==> src/npc_pkg.sv <==
// Shared types and constants for the nearest palette color search.
package npc_pkg;

    // Palette geometry and field widths.
    localparam int PALETTE_SIZE = 216;
    localparam int IDX_W        = 8;
    localparam int COLOR_W      = 8;
    localparam int SQ_W         = 2 * COLOR_W;
    localparam int DIST_W       = 18;

    // Largest distance a real palette entry can produce, and the starting
    // best distance, which lies above it so that entry zero always wins.
    localparam logic [DIST_W-1:0] DIST_MAX  = DIST_W'(195075);
    localparam logic [DIST_W-1:0] DIST_INIT = {DIST_W{1'b1}};

    // Request kinds.
    localparam logic REQ_LOAD  = 1'b0;
    localparam logic REQ_QUERY = 1'b1;

    // One request as it travels down the row of cells, with the best match so far.
    typedef struct packed {
        logic               valid;
        logic               req_type;
        logic [IDX_W-1:0]   entry_index;
        logic [COLOR_W-1:0] blue;
        logic [COLOR_W-1:0] green;
        logic [COLOR_W-1:0] red;
        logic [IDX_W-1:0]   best_idx;
        logic [DIST_W-1:0]  best_dist;
    } item_t;

endpackage

==> src/npc_cell.sv <==
// One palette cell: holds one entry, scores passing queries against it.
module npc_cell (
    input  logic                      aclk,
    input  logic                      aresetn,
    input  logic                      en,
    input  logic [npc_pkg::IDX_W-1:0] cell_idx,
    input  npc_pkg::item_t            item_in,
    output npc_pkg::item_t            item_out
);

    logic [npc_pkg::COLOR_W-1:0] blue_reg, green_reg, red_reg;
    logic [npc_pkg::COLOR_W-1:0] d_blue, d_green, d_red;
    logic [npc_pkg::SQ_W-1:0]    sq_blue_reg, sq_green_reg, sq_red_reg;
    logic [npc_pkg::SQ_W-1:0]    sq_blue_next, sq_green_next, sq_red_next;
    logic [npc_pkg::DIST_W-1:0]  dist_sum;
    logic                        load_hit;
    npc_pkg::item_t              s1_reg, s1_next;
    npc_pkg::item_t              out_reg, out_next;

    // A load request whose index names this cell replaces the stored color.
    assign load_hit = item_in.valid && (item_in.req_type == npc_pkg::REQ_LOAD)
                      && (item_in.entry_index == cell_idx);

    always_ff @(posedge aclk) begin
        if (!aresetn) begin
            blue_reg  <= '0;
            green_reg <= '0;
            red_reg   <= '0;
        end else if (en && load_hit) begin
            blue_reg  <= item_in.blue;
            green_reg <= item_in.green;
            red_reg   <= item_in.red;
        end
    end

    // First stage: absolute channel differences and their squares.
    always_comb begin
        d_blue  = (item_in.blue  > blue_reg)  ? item_in.blue  - blue_reg  : blue_reg  - item_in.blue;
        d_green = (item_in.green > green_reg) ? item_in.green - green_reg : green_reg - item_in.green;
        d_red   = (item_in.red   > red_reg)   ? item_in.red   - red_reg   : red_reg   - item_in.red;
        sq_blue_next  = npc_pkg::SQ_W'(d_blue)  * npc_pkg::SQ_W'(d_blue);
        sq_green_next = npc_pkg::SQ_W'(d_green) * npc_pkg::SQ_W'(d_green);
        sq_red_next   = npc_pkg::SQ_W'(d_red)   * npc_pkg::SQ_W'(d_red);
        s1_next       = item_in;
    end

    always_ff @(posedge aclk) begin
        if (!aresetn) begin
            s1_reg.valid <= 1'b0;
        end else if (en) begin
            s1_reg <= s1_next;
        end
    end

    always_ff @(posedge aclk) begin
        if (en) begin
            sq_blue_reg  <= sq_blue_next;
            sq_green_reg <= sq_green_next;
            sq_red_reg   <= sq_red_next;
        end
    end

    // Second stage: total distance, and a strict compare so lower indexes keep ties.
    always_comb begin
        dist_sum = npc_pkg::DIST_W'(sq_blue_reg) + npc_pkg::DIST_W'(sq_green_reg)
                   + npc_pkg::DIST_W'(sq_red_reg);
        out_next = s1_reg;
        if (s1_reg.req_type == npc_pkg::REQ_QUERY && dist_sum < s1_reg.best_dist) begin
            out_next.best_dist = dist_sum;
            out_next.best_idx  = cell_idx;
        end
    end

    always_ff @(posedge aclk) begin
        if (!aresetn) begin
            out_reg.valid <= 1'b0;
        end else if (en) begin
            out_reg <= out_next;
        end
    end

    assign item_out = out_reg;

    // A query leaving the cell never carries a worse distance than it came with.
    a_best_monotonic: assert property (@(posedge aclk) disable iff (!aresetn)
        (en && s1_reg.valid && s1_reg.req_type == npc_pkg::REQ_QUERY)
        |=> (out_reg.best_dist <= $past(s1_reg.best_dist)))
        else $error("cell best distance grew");

    // A load addressed to this cell leaves exactly its color in the cell.
    a_load_stored: assert property (@(posedge aclk) disable iff (!aresetn)
        (en && load_hit)
        |=> (blue_reg == $past(item_in.blue) && green_reg == $past(item_in.green)
             && red_reg == $past(item_in.red)))
        else $error("cell load not stored");

endmodule

==> config.mk <==
export PLATFORM = sky130hd
export DESIGN_NAME = npc_cell
export DESIGN_NICKNAME = d
export VERILOG_FILES = /design/src/npc_pkg.sv /design/src/npc_cell.sv
export SDC_FILE = /design/constraint.sdc
export NUM_CORES = 1
export LEC_CHECK = 0
export ABC_AREA = 1
export BUFFER_PORTS_ARGS = -buffer_cell sky130_fd_sc_hd__buf_2
export CORE_MARGIN = 2
export CORE_UTILIZATION = 66
export DETAILED_ROUTE_END_ITERATION = 16
export PLACE_DENSITY = 0.93
export SLEW_MARGIN = 25
export SYNTH_ARGS = -nofsm -noshare
export SYNTH_HDL_FRONTEND = slang
export SYNTH_SLANG_ARGS = --single-unit
==> constraint.sdc <==
create_clock -name aclk -period 18.8 [get_ports aclk]
set_input_delay 3.76 -clock aclk [delete_from_list [all_inputs] [get_ports aclk]]
set_output_delay 3.76 -clock aclk [all_outputs]
set_load 0.05 [all_outputs]
Word-level counts from Yosys, hierarchy flattened
Index checks and enable logic that the tools add are counted.
{"block": "word_totals", "reg_bits": 192, "input_bits": 71, "out_inout_bits": 60, "elab_cells": 48}
{"block": "classes", "n_addsub": 8, "n_mul": 3, "n_lt_le_gt_ge": 4, "n_eq_ne": 1, "muxes": 4, "bitwise": 1, "n_reduce_logical": 5}
{"cell": "$mul A8 B8 Y16", "count": 3}
{"cell": "$sub A8 B8 Y8", "count": 6}
{"cell": "$mux W26", "count": 1}
{"cell": "$gt A8 B8 Y1", "count": 3}
{"cell": "$mux W8", "count": 3}
{"cell": "$add A17 B16 Y18", "count": 1}
{"cell": "$lt A18 B18 Y1", "count": 1}
{"cell": "$add A16 B16 Y17", "count": 1}
{"cell": "$eq A8 B8 Y1", "count": 1}
{"cell": "$logic_and A1 B1 Y1", "count": 4}
{"cell": "$reduce_and A2 Y1", "count": 1}
{"cell": "$not A1 Y1", "count": 1}

Longest topological paths before layout
Gate-level depths: netlist of run 1.
{"block": "logic_depth", "word_depth": 5, "mapped_depth": 31, "depth_no_buf": 31}

Worst setup path before layout of run 1
Ideal clock, no wire load.
{"block": "synth_path", "path_type": "input to register", "startpoint": "input port item_in[34] (netlist bit)", "endpoint": "register sq_green_reg[13] (netlist bit), data pin", "arrival_ns": 8.530, "required_time_ns": 18.548, "setup_slack_ns": 10.017, "stages": 29, "n_path_buf": 0, "path_cell_list": "inv_1 ha_1 inv_1 fa_1 nand3_1 nand3_1 nand2_1 nand2_1 nand2_4 nand2_1 nand2_2 inv_2 nor2_2 inv_1 fa_1 inv_1 fa_1 inv_1 fa_1 fa_1 inv_1 ha_1 a21oi_1 a21boi_0 o21ai_0 nand2_1 nand2_1 nand2_1 nand2_1"}
{"block": "synth_via", "elab_chain_cells": 3, "elab_cells_between_ends": 5, "classes_between": "add/sub (2); mul (1); order compare (1); mux (1)"}
{"item": "start: declaration", "line": "npc_cell.sv:7", "rtl": "input npc_pkg::item_t item_in,"}
{"item": "$sub A8 B8 Y8 / $gt A8 B8 Y1 (equally long branches)", "line": "npc_cell.sv:39", "rtl": "d_green = (item_in.green > green_reg) ? item_in.green - green_reg : green_reg - item_in.green;"}
{"item": "$mux W8 (*)", "line": "npc_cell.sv:39"}
{"item": "$mul A8 B8 Y16 (*)", "line": "npc_cell.sv:42", "rtl": "sq_green_next = npc_pkg::SQ_W'(d_green) * npc_pkg::SQ_W'(d_green);"}
{"item": "named net sq_green_next (one bit)", "line": "npc_cell.sv:14", "rtl": "logic [npc_pkg::SQ_W-1:0] sq_blue_next, sq_green_next, sq_red_next;"}
{"item": "end signal: assignment", "line": "npc_cell.sv:58", "rtl": "sq_green_reg <= sq_green_next;"}
{"item": "end: declaration", "line": "npc_cell.sv:13", "rtl": "logic [npc_pkg::SQ_W-1:0] sq_blue_reg, sq_green_reg, sq_red_reg;"}
Mark *: on every way through the listed nets, which the timed path passes. The rest lies on a longest branch.
A chain may end at the register's enable or synchronous reset.

Worst setup path in the final report of run 1
{"block": "layout_path", "startpoint": "input port item_in[42] (netlist bit)", "endpoint": "register sq_blue_reg[13] (netlist bit), data pin"}
{"block": "layout_via", "elab_chain_cells": 3, "elab_cells_between_ends": 5, "classes_between": "add/sub (2); mul (1); order compare (1); mux (1)"}
{"item": "$sub A8 B8 Y8 / $gt A8 B8 Y1 (equally long branches)", "line": "npc_cell.sv:38", "rtl": "d_blue = (item_in.blue > blue_reg) ? item_in.blue - blue_reg : blue_reg - item_in.blue;"}
{"item": "$mux W8 (*)", "line": "npc_cell.sv:38"}
{"item": "$mul A8 B8 Y16 (*)", "line": "npc_cell.sv:41", "rtl": "sq_blue_next = npc_pkg::SQ_W'(d_blue) * npc_pkg::SQ_W'(d_blue);"}
{"item": "named net sq_blue_next (one bit)", "line": "npc_cell.sv:14"}
{"item": "end signal: assignment", "line": "npc_cell.sv:57", "rtl": "sq_blue_reg <= sq_blue_next;"}
{"item": "end: declaration", "line": "npc_cell.sv:13"}
Marked as above.

==> impl_results.md, run 1 <==
* Largest net degree at the start of global routing at ~70
* Final net count at approximately 2200
* Worst hold start: out_next[53]
* Antenna violations before repair at 0
* Final setup skew at 15.3 ps
* Max reg flops at 60
* Clk_lat worst skew at 450 ps
* Design Area, Final at 17000 um2
* Post-Syn Area at between 15000 and 20000 um2
* Placed wire-length estimate at between 20 and 30 mm
* Sequential share of the synthesized area at 0.352
* CTS root buf: clkbuf_16
* Avg Inst Size Synth at 8.80 um2
* Post-CTS setup buffers at 0
* Post-DP Area at 16400 um2
* Diode count at 0
* Post-Syn Instances at between 1500 and 2000
* Synth area leader: edfxtp_1
* Number of remaining DRC errors at 0
* Delay-heaviest family, CP: adder cells
* GRT met2 Usage at 0.503
* Crit Path Max Fanout at 10
* Post-DRT Antenna Nets at 0
* Achievable Freq at about 110 MHz
* P&R area growth vs syn at 10.3%
* Met1 GRT Util at 0.342
* Main synth FF type: edfxtp_1
* Most common cell after layout, fill and taps aside: nand2_1
* Hold-fix buffers, CTS at 0
* Clock Sinks at about 190
* Top cells by area, synth: edfxtp_1 32%, ha_1 13%, fa_1 13%, nand2_1 9.8%, inv_1 8.3%
* R2r worst-path depth at 28
* Rel. slew slack at 0.432
* Remaining Overflow, GRT at 0
* Maxcap violations at 0
* Worst-Margin Slew at between 800 and 900 ps
* Post-synth EDFFs at around 160
* Critical Path End Type: flip-flop
* Cell depth of the worst setup path at 30
* Core ar. at 22800 um2
* Post-layout util at 0.746
* Min-delay worst type: flip-flop to flip-flop
* Final WL at 32.8 mm
* Slowest stage cell, crit path: fa_1
* FP Rows at 55
* # H-tree levels at 4
* Die area at about 25000 um2
* Hold Crit Depth at 0
* Minimum clock period at ~9000 ps
* Status: completed
* Share of the synthesized area in the top cell type at 0.318
* WP buf/inv at 8
* Post-synthesis cell type count at 46
* Seq cells post-synth at between 150 and 200
* Vias in the first global route at about 12000
* # setup viols final at 0
* Worst Setup SP: item_in[42]
* Crit start category: primary input
* I/O Buffers at 130
* Crit Reg-Reg Startpoint: blue_reg[0]
* First-pass GRT wire length at between 50 and 60 mm
* Initial Utilization at 0.676
* CTS max path bufs at 2
* Final Hold Fails at 0
* First-pass iteration count of the detailed router at 6
* CTS tree: yes
* Via count at between 10000 and 15000
* Worst Path Arrival at about 9200 ps
* Fin crit share at 0.478
* Unrepaired setup endpoints after global routing: no
* GRT Total Usage at 0.281
* Filler cells at ~1600
* Die W at between 150 and 200 um
* Post_cts resized at 0
* Synth warn at 0
* Drt initial violations at about 750
* Gpl congestion at about 0.89
* Io pins at around 130
* Via density per instance at ~5.4
* Reg clk slew, reported paths at approximately 80 ps
* Die H at between 150 and 200 um
* CP Class: primary input to flip-flop
* Grt peak-use layer: met2
* WL/cell at about 15 um
* Final max-slew violation count at 0
* Crit-path max cell delay at around 550 ps
* Critical Path RT at 19010 ps
* Post-synth ARST share at 0
* GR Util met3 at 0.0438
* Setup_tns at 0 ps
* CTS buffer count at 17
* Most frequent cells in the layout: 403 x nand2_1, 341 x inv_1, 166 x ha_1
* Ratio of cells with drive above 1 in the final layout at 0.125
-- per-stage QoR --
step | std cells | hold slack (ps) | setup WS (ps)
2_1_floorplan | 1751 | 400 | 10020
3_3_place_gp | 2177 | 401 | 9680
3_5_place_dp | 2177 | 405 | 9400
4_1_cts | 2209 | 417 | 9870
5_1_grt | 2209 | 422 | 9360
6_report | 2209 | 415 | 9810
-- cell usage after synthesis, drive strengths merged, types with 17 or more instances --
cell type and instances:
a21oi 90, nand3 74, o21ai 68, nand4 17, ha 166, fa 97, dfxtp 26, inv 356
edfxtp 163, nand2 435, xnor2 26, nor2 131, xor2 35
-- layer usage --
metal | vias up | share of wire
li1 | 5816 | -
met1 | 5552 | 0.42
met2 | 402 | 0.50
met3 | 69 | 0.056
met4 | 0 | 0.031
met5 | - | 0
-- layout make-up --
| type | instances | area (um2) | share of cell area |
|---|---|---|---|
| Clock buffer | 17 | 425 | 0.0250 |
| Clock inverter | 15 | 191 | 0.0113 |
| Inverter | 356 | 1350 | 0.0795 |
| Multi-Input combinational cell | 1185 | 8540 | 0.502 |
| Sequential cell | 189 | 5420 | 0.319 |
| Tap cell | 313 | 392 | 0.0230 |
| Timing Repair Buffer | 134 | 681 | 0.0401 |
-- final timing paths --
kind | endpoint | slack [ps]
max reg2reg | sq_blue_reg[13] | 12960
min reg2reg | item_out[53] | 410
max | sq_blue_reg[13] | 9810
min | item_out[53] | 410
-- kinds of logic after synthesis --
family / Yosys count / share of synthesized area
simple gates: 671 / 0.190
buf+inv: 377 / 0.0945
fa+ha+maj: 263 / 0.261
flops: 189 / 0.352
compound gates: 187 / 0.0674
xor+xnor: 61 / 0.0352
other cells: 2 / 0.000488
Power of run 1 is not shown: default switching activity piles up to over one toggle a cycle in this logic, so the estimate is an artifact.
==> inputs of run 2 (changes only) <==
- ABC_AREA: 1 -> 0
- CORE_UTILIZATION: 66 -> 55
- PLACE_DENSITY: 0.93 -> 0.84
- clock period: 18.8 -> 7.7 ns (I/O delays scaled with it)
==> impl_results.md, run 2 <==
* Largest net degree at the start of global routing at 69 (-2.8%)
* Antenna violations before repair at 0 (unchanged)
* Crit start category: primary input
* Top-count cell post-synth: inv_1
* Avg Inst Size Synth at 10.8 um2 (+23%)
* Post-DRT Antenna Nets at 0 (unchanged)
* Seq cells post-synth at 189 (unchanged)
* Post-synth ARST share at 0 (unchanged)
* Worst hold start: out_next[42]
* Clk_lat worst skew at 450 ps (about the same)
* Multi-input combinational cell area at 8230 um2 (-3.5%)
* Reg clk slew, reported paths at 90 ps (about the same)
* Final max-slew violation count at 0 (unchanged)
* Synth warn at 0 (unchanged)
* Critical Path RT at 7890 ps (-11120 ps)
* Crit Reg-Reg Startpoint: green_reg[0]
* Clock Sinks at 189 (unchanged)
* GRT Total Usage at 0.228 (-0.0535)
* Fin crit share at 0.960
* Achievable Freq at 135 MHz
* Number of remaining DRC errors at 0 (unchanged)
* Final setup skew at 20.4 ps (+5.09 ps)
* Status: completed
* Slowest stage cell, crit path: fa_1
* Synth area leader: edfxtp_1
* Minimum clock period at 7390 ps
* Post-Syn Area at 14600 um2 (-5.5%)
* Top cells by area, synth: edfxtp_1 34%, ha_1 14%, fa_1 13%, inv_1 5.8%, dfxtp_1 3.6%
* CTS tree: yes
* Min-delay worst type: flip-flop to flip-flop
* Placed insts at 1875 (-14%)
* Sequential share of the synthesized area at 0.372 (+0.0206)
* Post-Syn Instances at 1346 (-23%)
* First-pass iteration count of the detailed router at 6 (unchanged)
* Core ar. at 26000 um2 (+14%)
* Via count at 10391 (-12%)
* Ratio of cells with drive above 1 in the final layout at 0.200 (+0.0747)
* WP buf/inv at 7 (-1)
* Peak VDD IR at between 0.0006 and 0.0007 V
* Share of the synthesized area in the top cell type at 0.336 (+0.0186)
* Final worst slack at 305 ps (-9510 ps)
* Maxcap violations at 0 (unchanged)
* Max reg flops at 60 (unchanged)
* WL/cell at 16.2 um (+9.3%)
* R2R setup slack at 1190 ps (-11770 ps)
* Worst-Margin Slew at 934 ps (+82.4 ps)
* Post-layout util at 0.646 (-0.0995)
* Most frequent cells after synthesis: 224 x inv_1, 166 x ha_1, 163 x edfxtp_1
* Remaining Overflow, GRT at 0 (unchanged)
* Post-synth EDFFs at 163 (unchanged)
* Delay-heaviest family, CP: adder cells
* Worst Path Arrival at 7590 ps (-1610 ps)
* Die W at 167 um (+6.3%)
* # setup viols final at 0 (unchanged)
* Via density per instance at 5.45 (+1.7%)
* Final net count at 1893 (-15%)
* Initial Utilization at 0.560 (-0.116)
* Sequential cell area at 5420 um2 (unchanged)
* First-pass GRT wire length at 51.3 mm (-7.0%)
* CTS max path bufs at 2 (unchanged)
* FP Rows at 59 (+7.3%)
* Rel. slew slack at 0.377 (-0.0549)
* P&R area growth vs syn at 15.4%
* Dpl ws at -181 ps (-9580 ps)
* # H-tree levels at 4 (unchanged)
* Critical Path End Type: flip-flop
* Diode count at 0 (unchanged)
* Final Hold Fails at 0 (unchanged)
* Die area at 27800 um2 (+13%)
* Final non-filler cell total at 1907 (-14%)
* Crit-path max cell delay at 550 ps (about the same)
* Gpl congestion at 0.884 (-0.89%)
* Pwr dens at 479 nW/um2
* Worst Setup SP: item_in[34]
* Placed wire-length estimate at 24.0 mm (-6.1%)
* Leak Pwr at ~7.8 nW
* Post-DP Area at 16200 um2 (-1.2%)
* Crit Path Max Fanout at 5 (-5)
* Most frequent cells in the layout: 224 x inv_1, 166 x ha_1, 163 x edfxtp_1
* CP Class: primary input to flip-flop
* Io pins at 131 (unchanged)
* Post-synthesis cell type count at 73 (+59%)
* Worst hold slack at 421 ps (+6.21 ps)
* Die H at 167 um (+6.3%)
* Final WL at 30.9 mm (-5.6%)
* Vias in the first global route at 10773 (-11%)
* Main synth FF type: edfxtp_1
* Drt initial violations at 738 (-1.3%)
* Design Area, Final at 16800 um2 (-1.1%)
* I/O Buffers at 130 (unchanged)
* CTS root buf: clkbuf_16
* Filler cells at 1966 (+25%)
* Most common cell after layout, fill and taps aside: inv_1
* Hold-fix buffers, CTS at 0 (unchanged)
* CTS buffer count at 17 (unchanged)
-- run 2: kinds of logic (layout without fill, tap and decap cells) --
| logic type | count (synthesis) | after routing | synth area share |
|---|---|---|---|
| AO/OA/AOI/OAI | 218 | 218 | 0.0984 |
| XOR/XNOR | 84 | 84 | 0.0511 |
| adder cells (fa/ha/maj) | 263 | 263 | 0.276 |
| buffers and inverters | 245 | 470 | 0.0653 |
| flip-flops | 189 | 189 | 0.372 |
| multiplexers | 46 | 46 | 0.0336 |
| other | 2 | 3 | 0.000516 |
| AND/OR/NAND/NOR | 299 | 299 | 0.103 |
-- run 2: power by group --
group	total, mW	leakage, nW	internal, mW	switching (mW)
Clock	0.919	0.295	0.446	0.473
Sequential	1.61	1.76	1.52	0.0863
Combinational	5.52	5.77	2.43	3.09
Total	8.04	7.83	4.39	3.65
-- run 2: layout make-up --
type,count,share of cell area
Inverter,224,0.0501
Multi-Input combinational cell,913,0.490
Clock inverter,15,0.0109
Clock buffer,17,0.0253
Tap cell,335,0.0250
Sequential cell,189,0.322
Timing Repair Buffer,214,0.0763
-- run 2: path summary, 6_finish.rpt --
path                            depth (start not counted)                to
worst max register to register                         24  sq_green_reg[15]
worst min register to register                          0      item_out[42]
worst max-delay path                                   26  sq_green_reg[15]
worst min-delay path                                    0      item_out[42]
-- run 2: metal layers --
layer	track usage	up-vias	routed length [um]
met4	0.0817	0	900
met1	0.292	5015	13200
li1	-	4985	-
met5	0	-	0
met3	0.0337	58	1560
met2	0.395	333	15300
-- run 2: timing repair --
action	CTS	global route
gates resized for setup	0	3
endpoints found under the setup margin	0	3
buffers inserted	0	0
-- run 2: metrics by stage --
| stage | total power [mW] | TNS (ps) |
|---|---|---|
| final | 8.04 | 0 |
| after floorplan | 5.64 | 0 |
| after CTS | 8.01 | 0 |
| after global placement | 6.72 | -24.5 |
| after global routing | 8.76 | -3.70 |
| after detailed placement | 7.01 | -512 |
No activity file was read; power rests on OpenSTA's default activity.
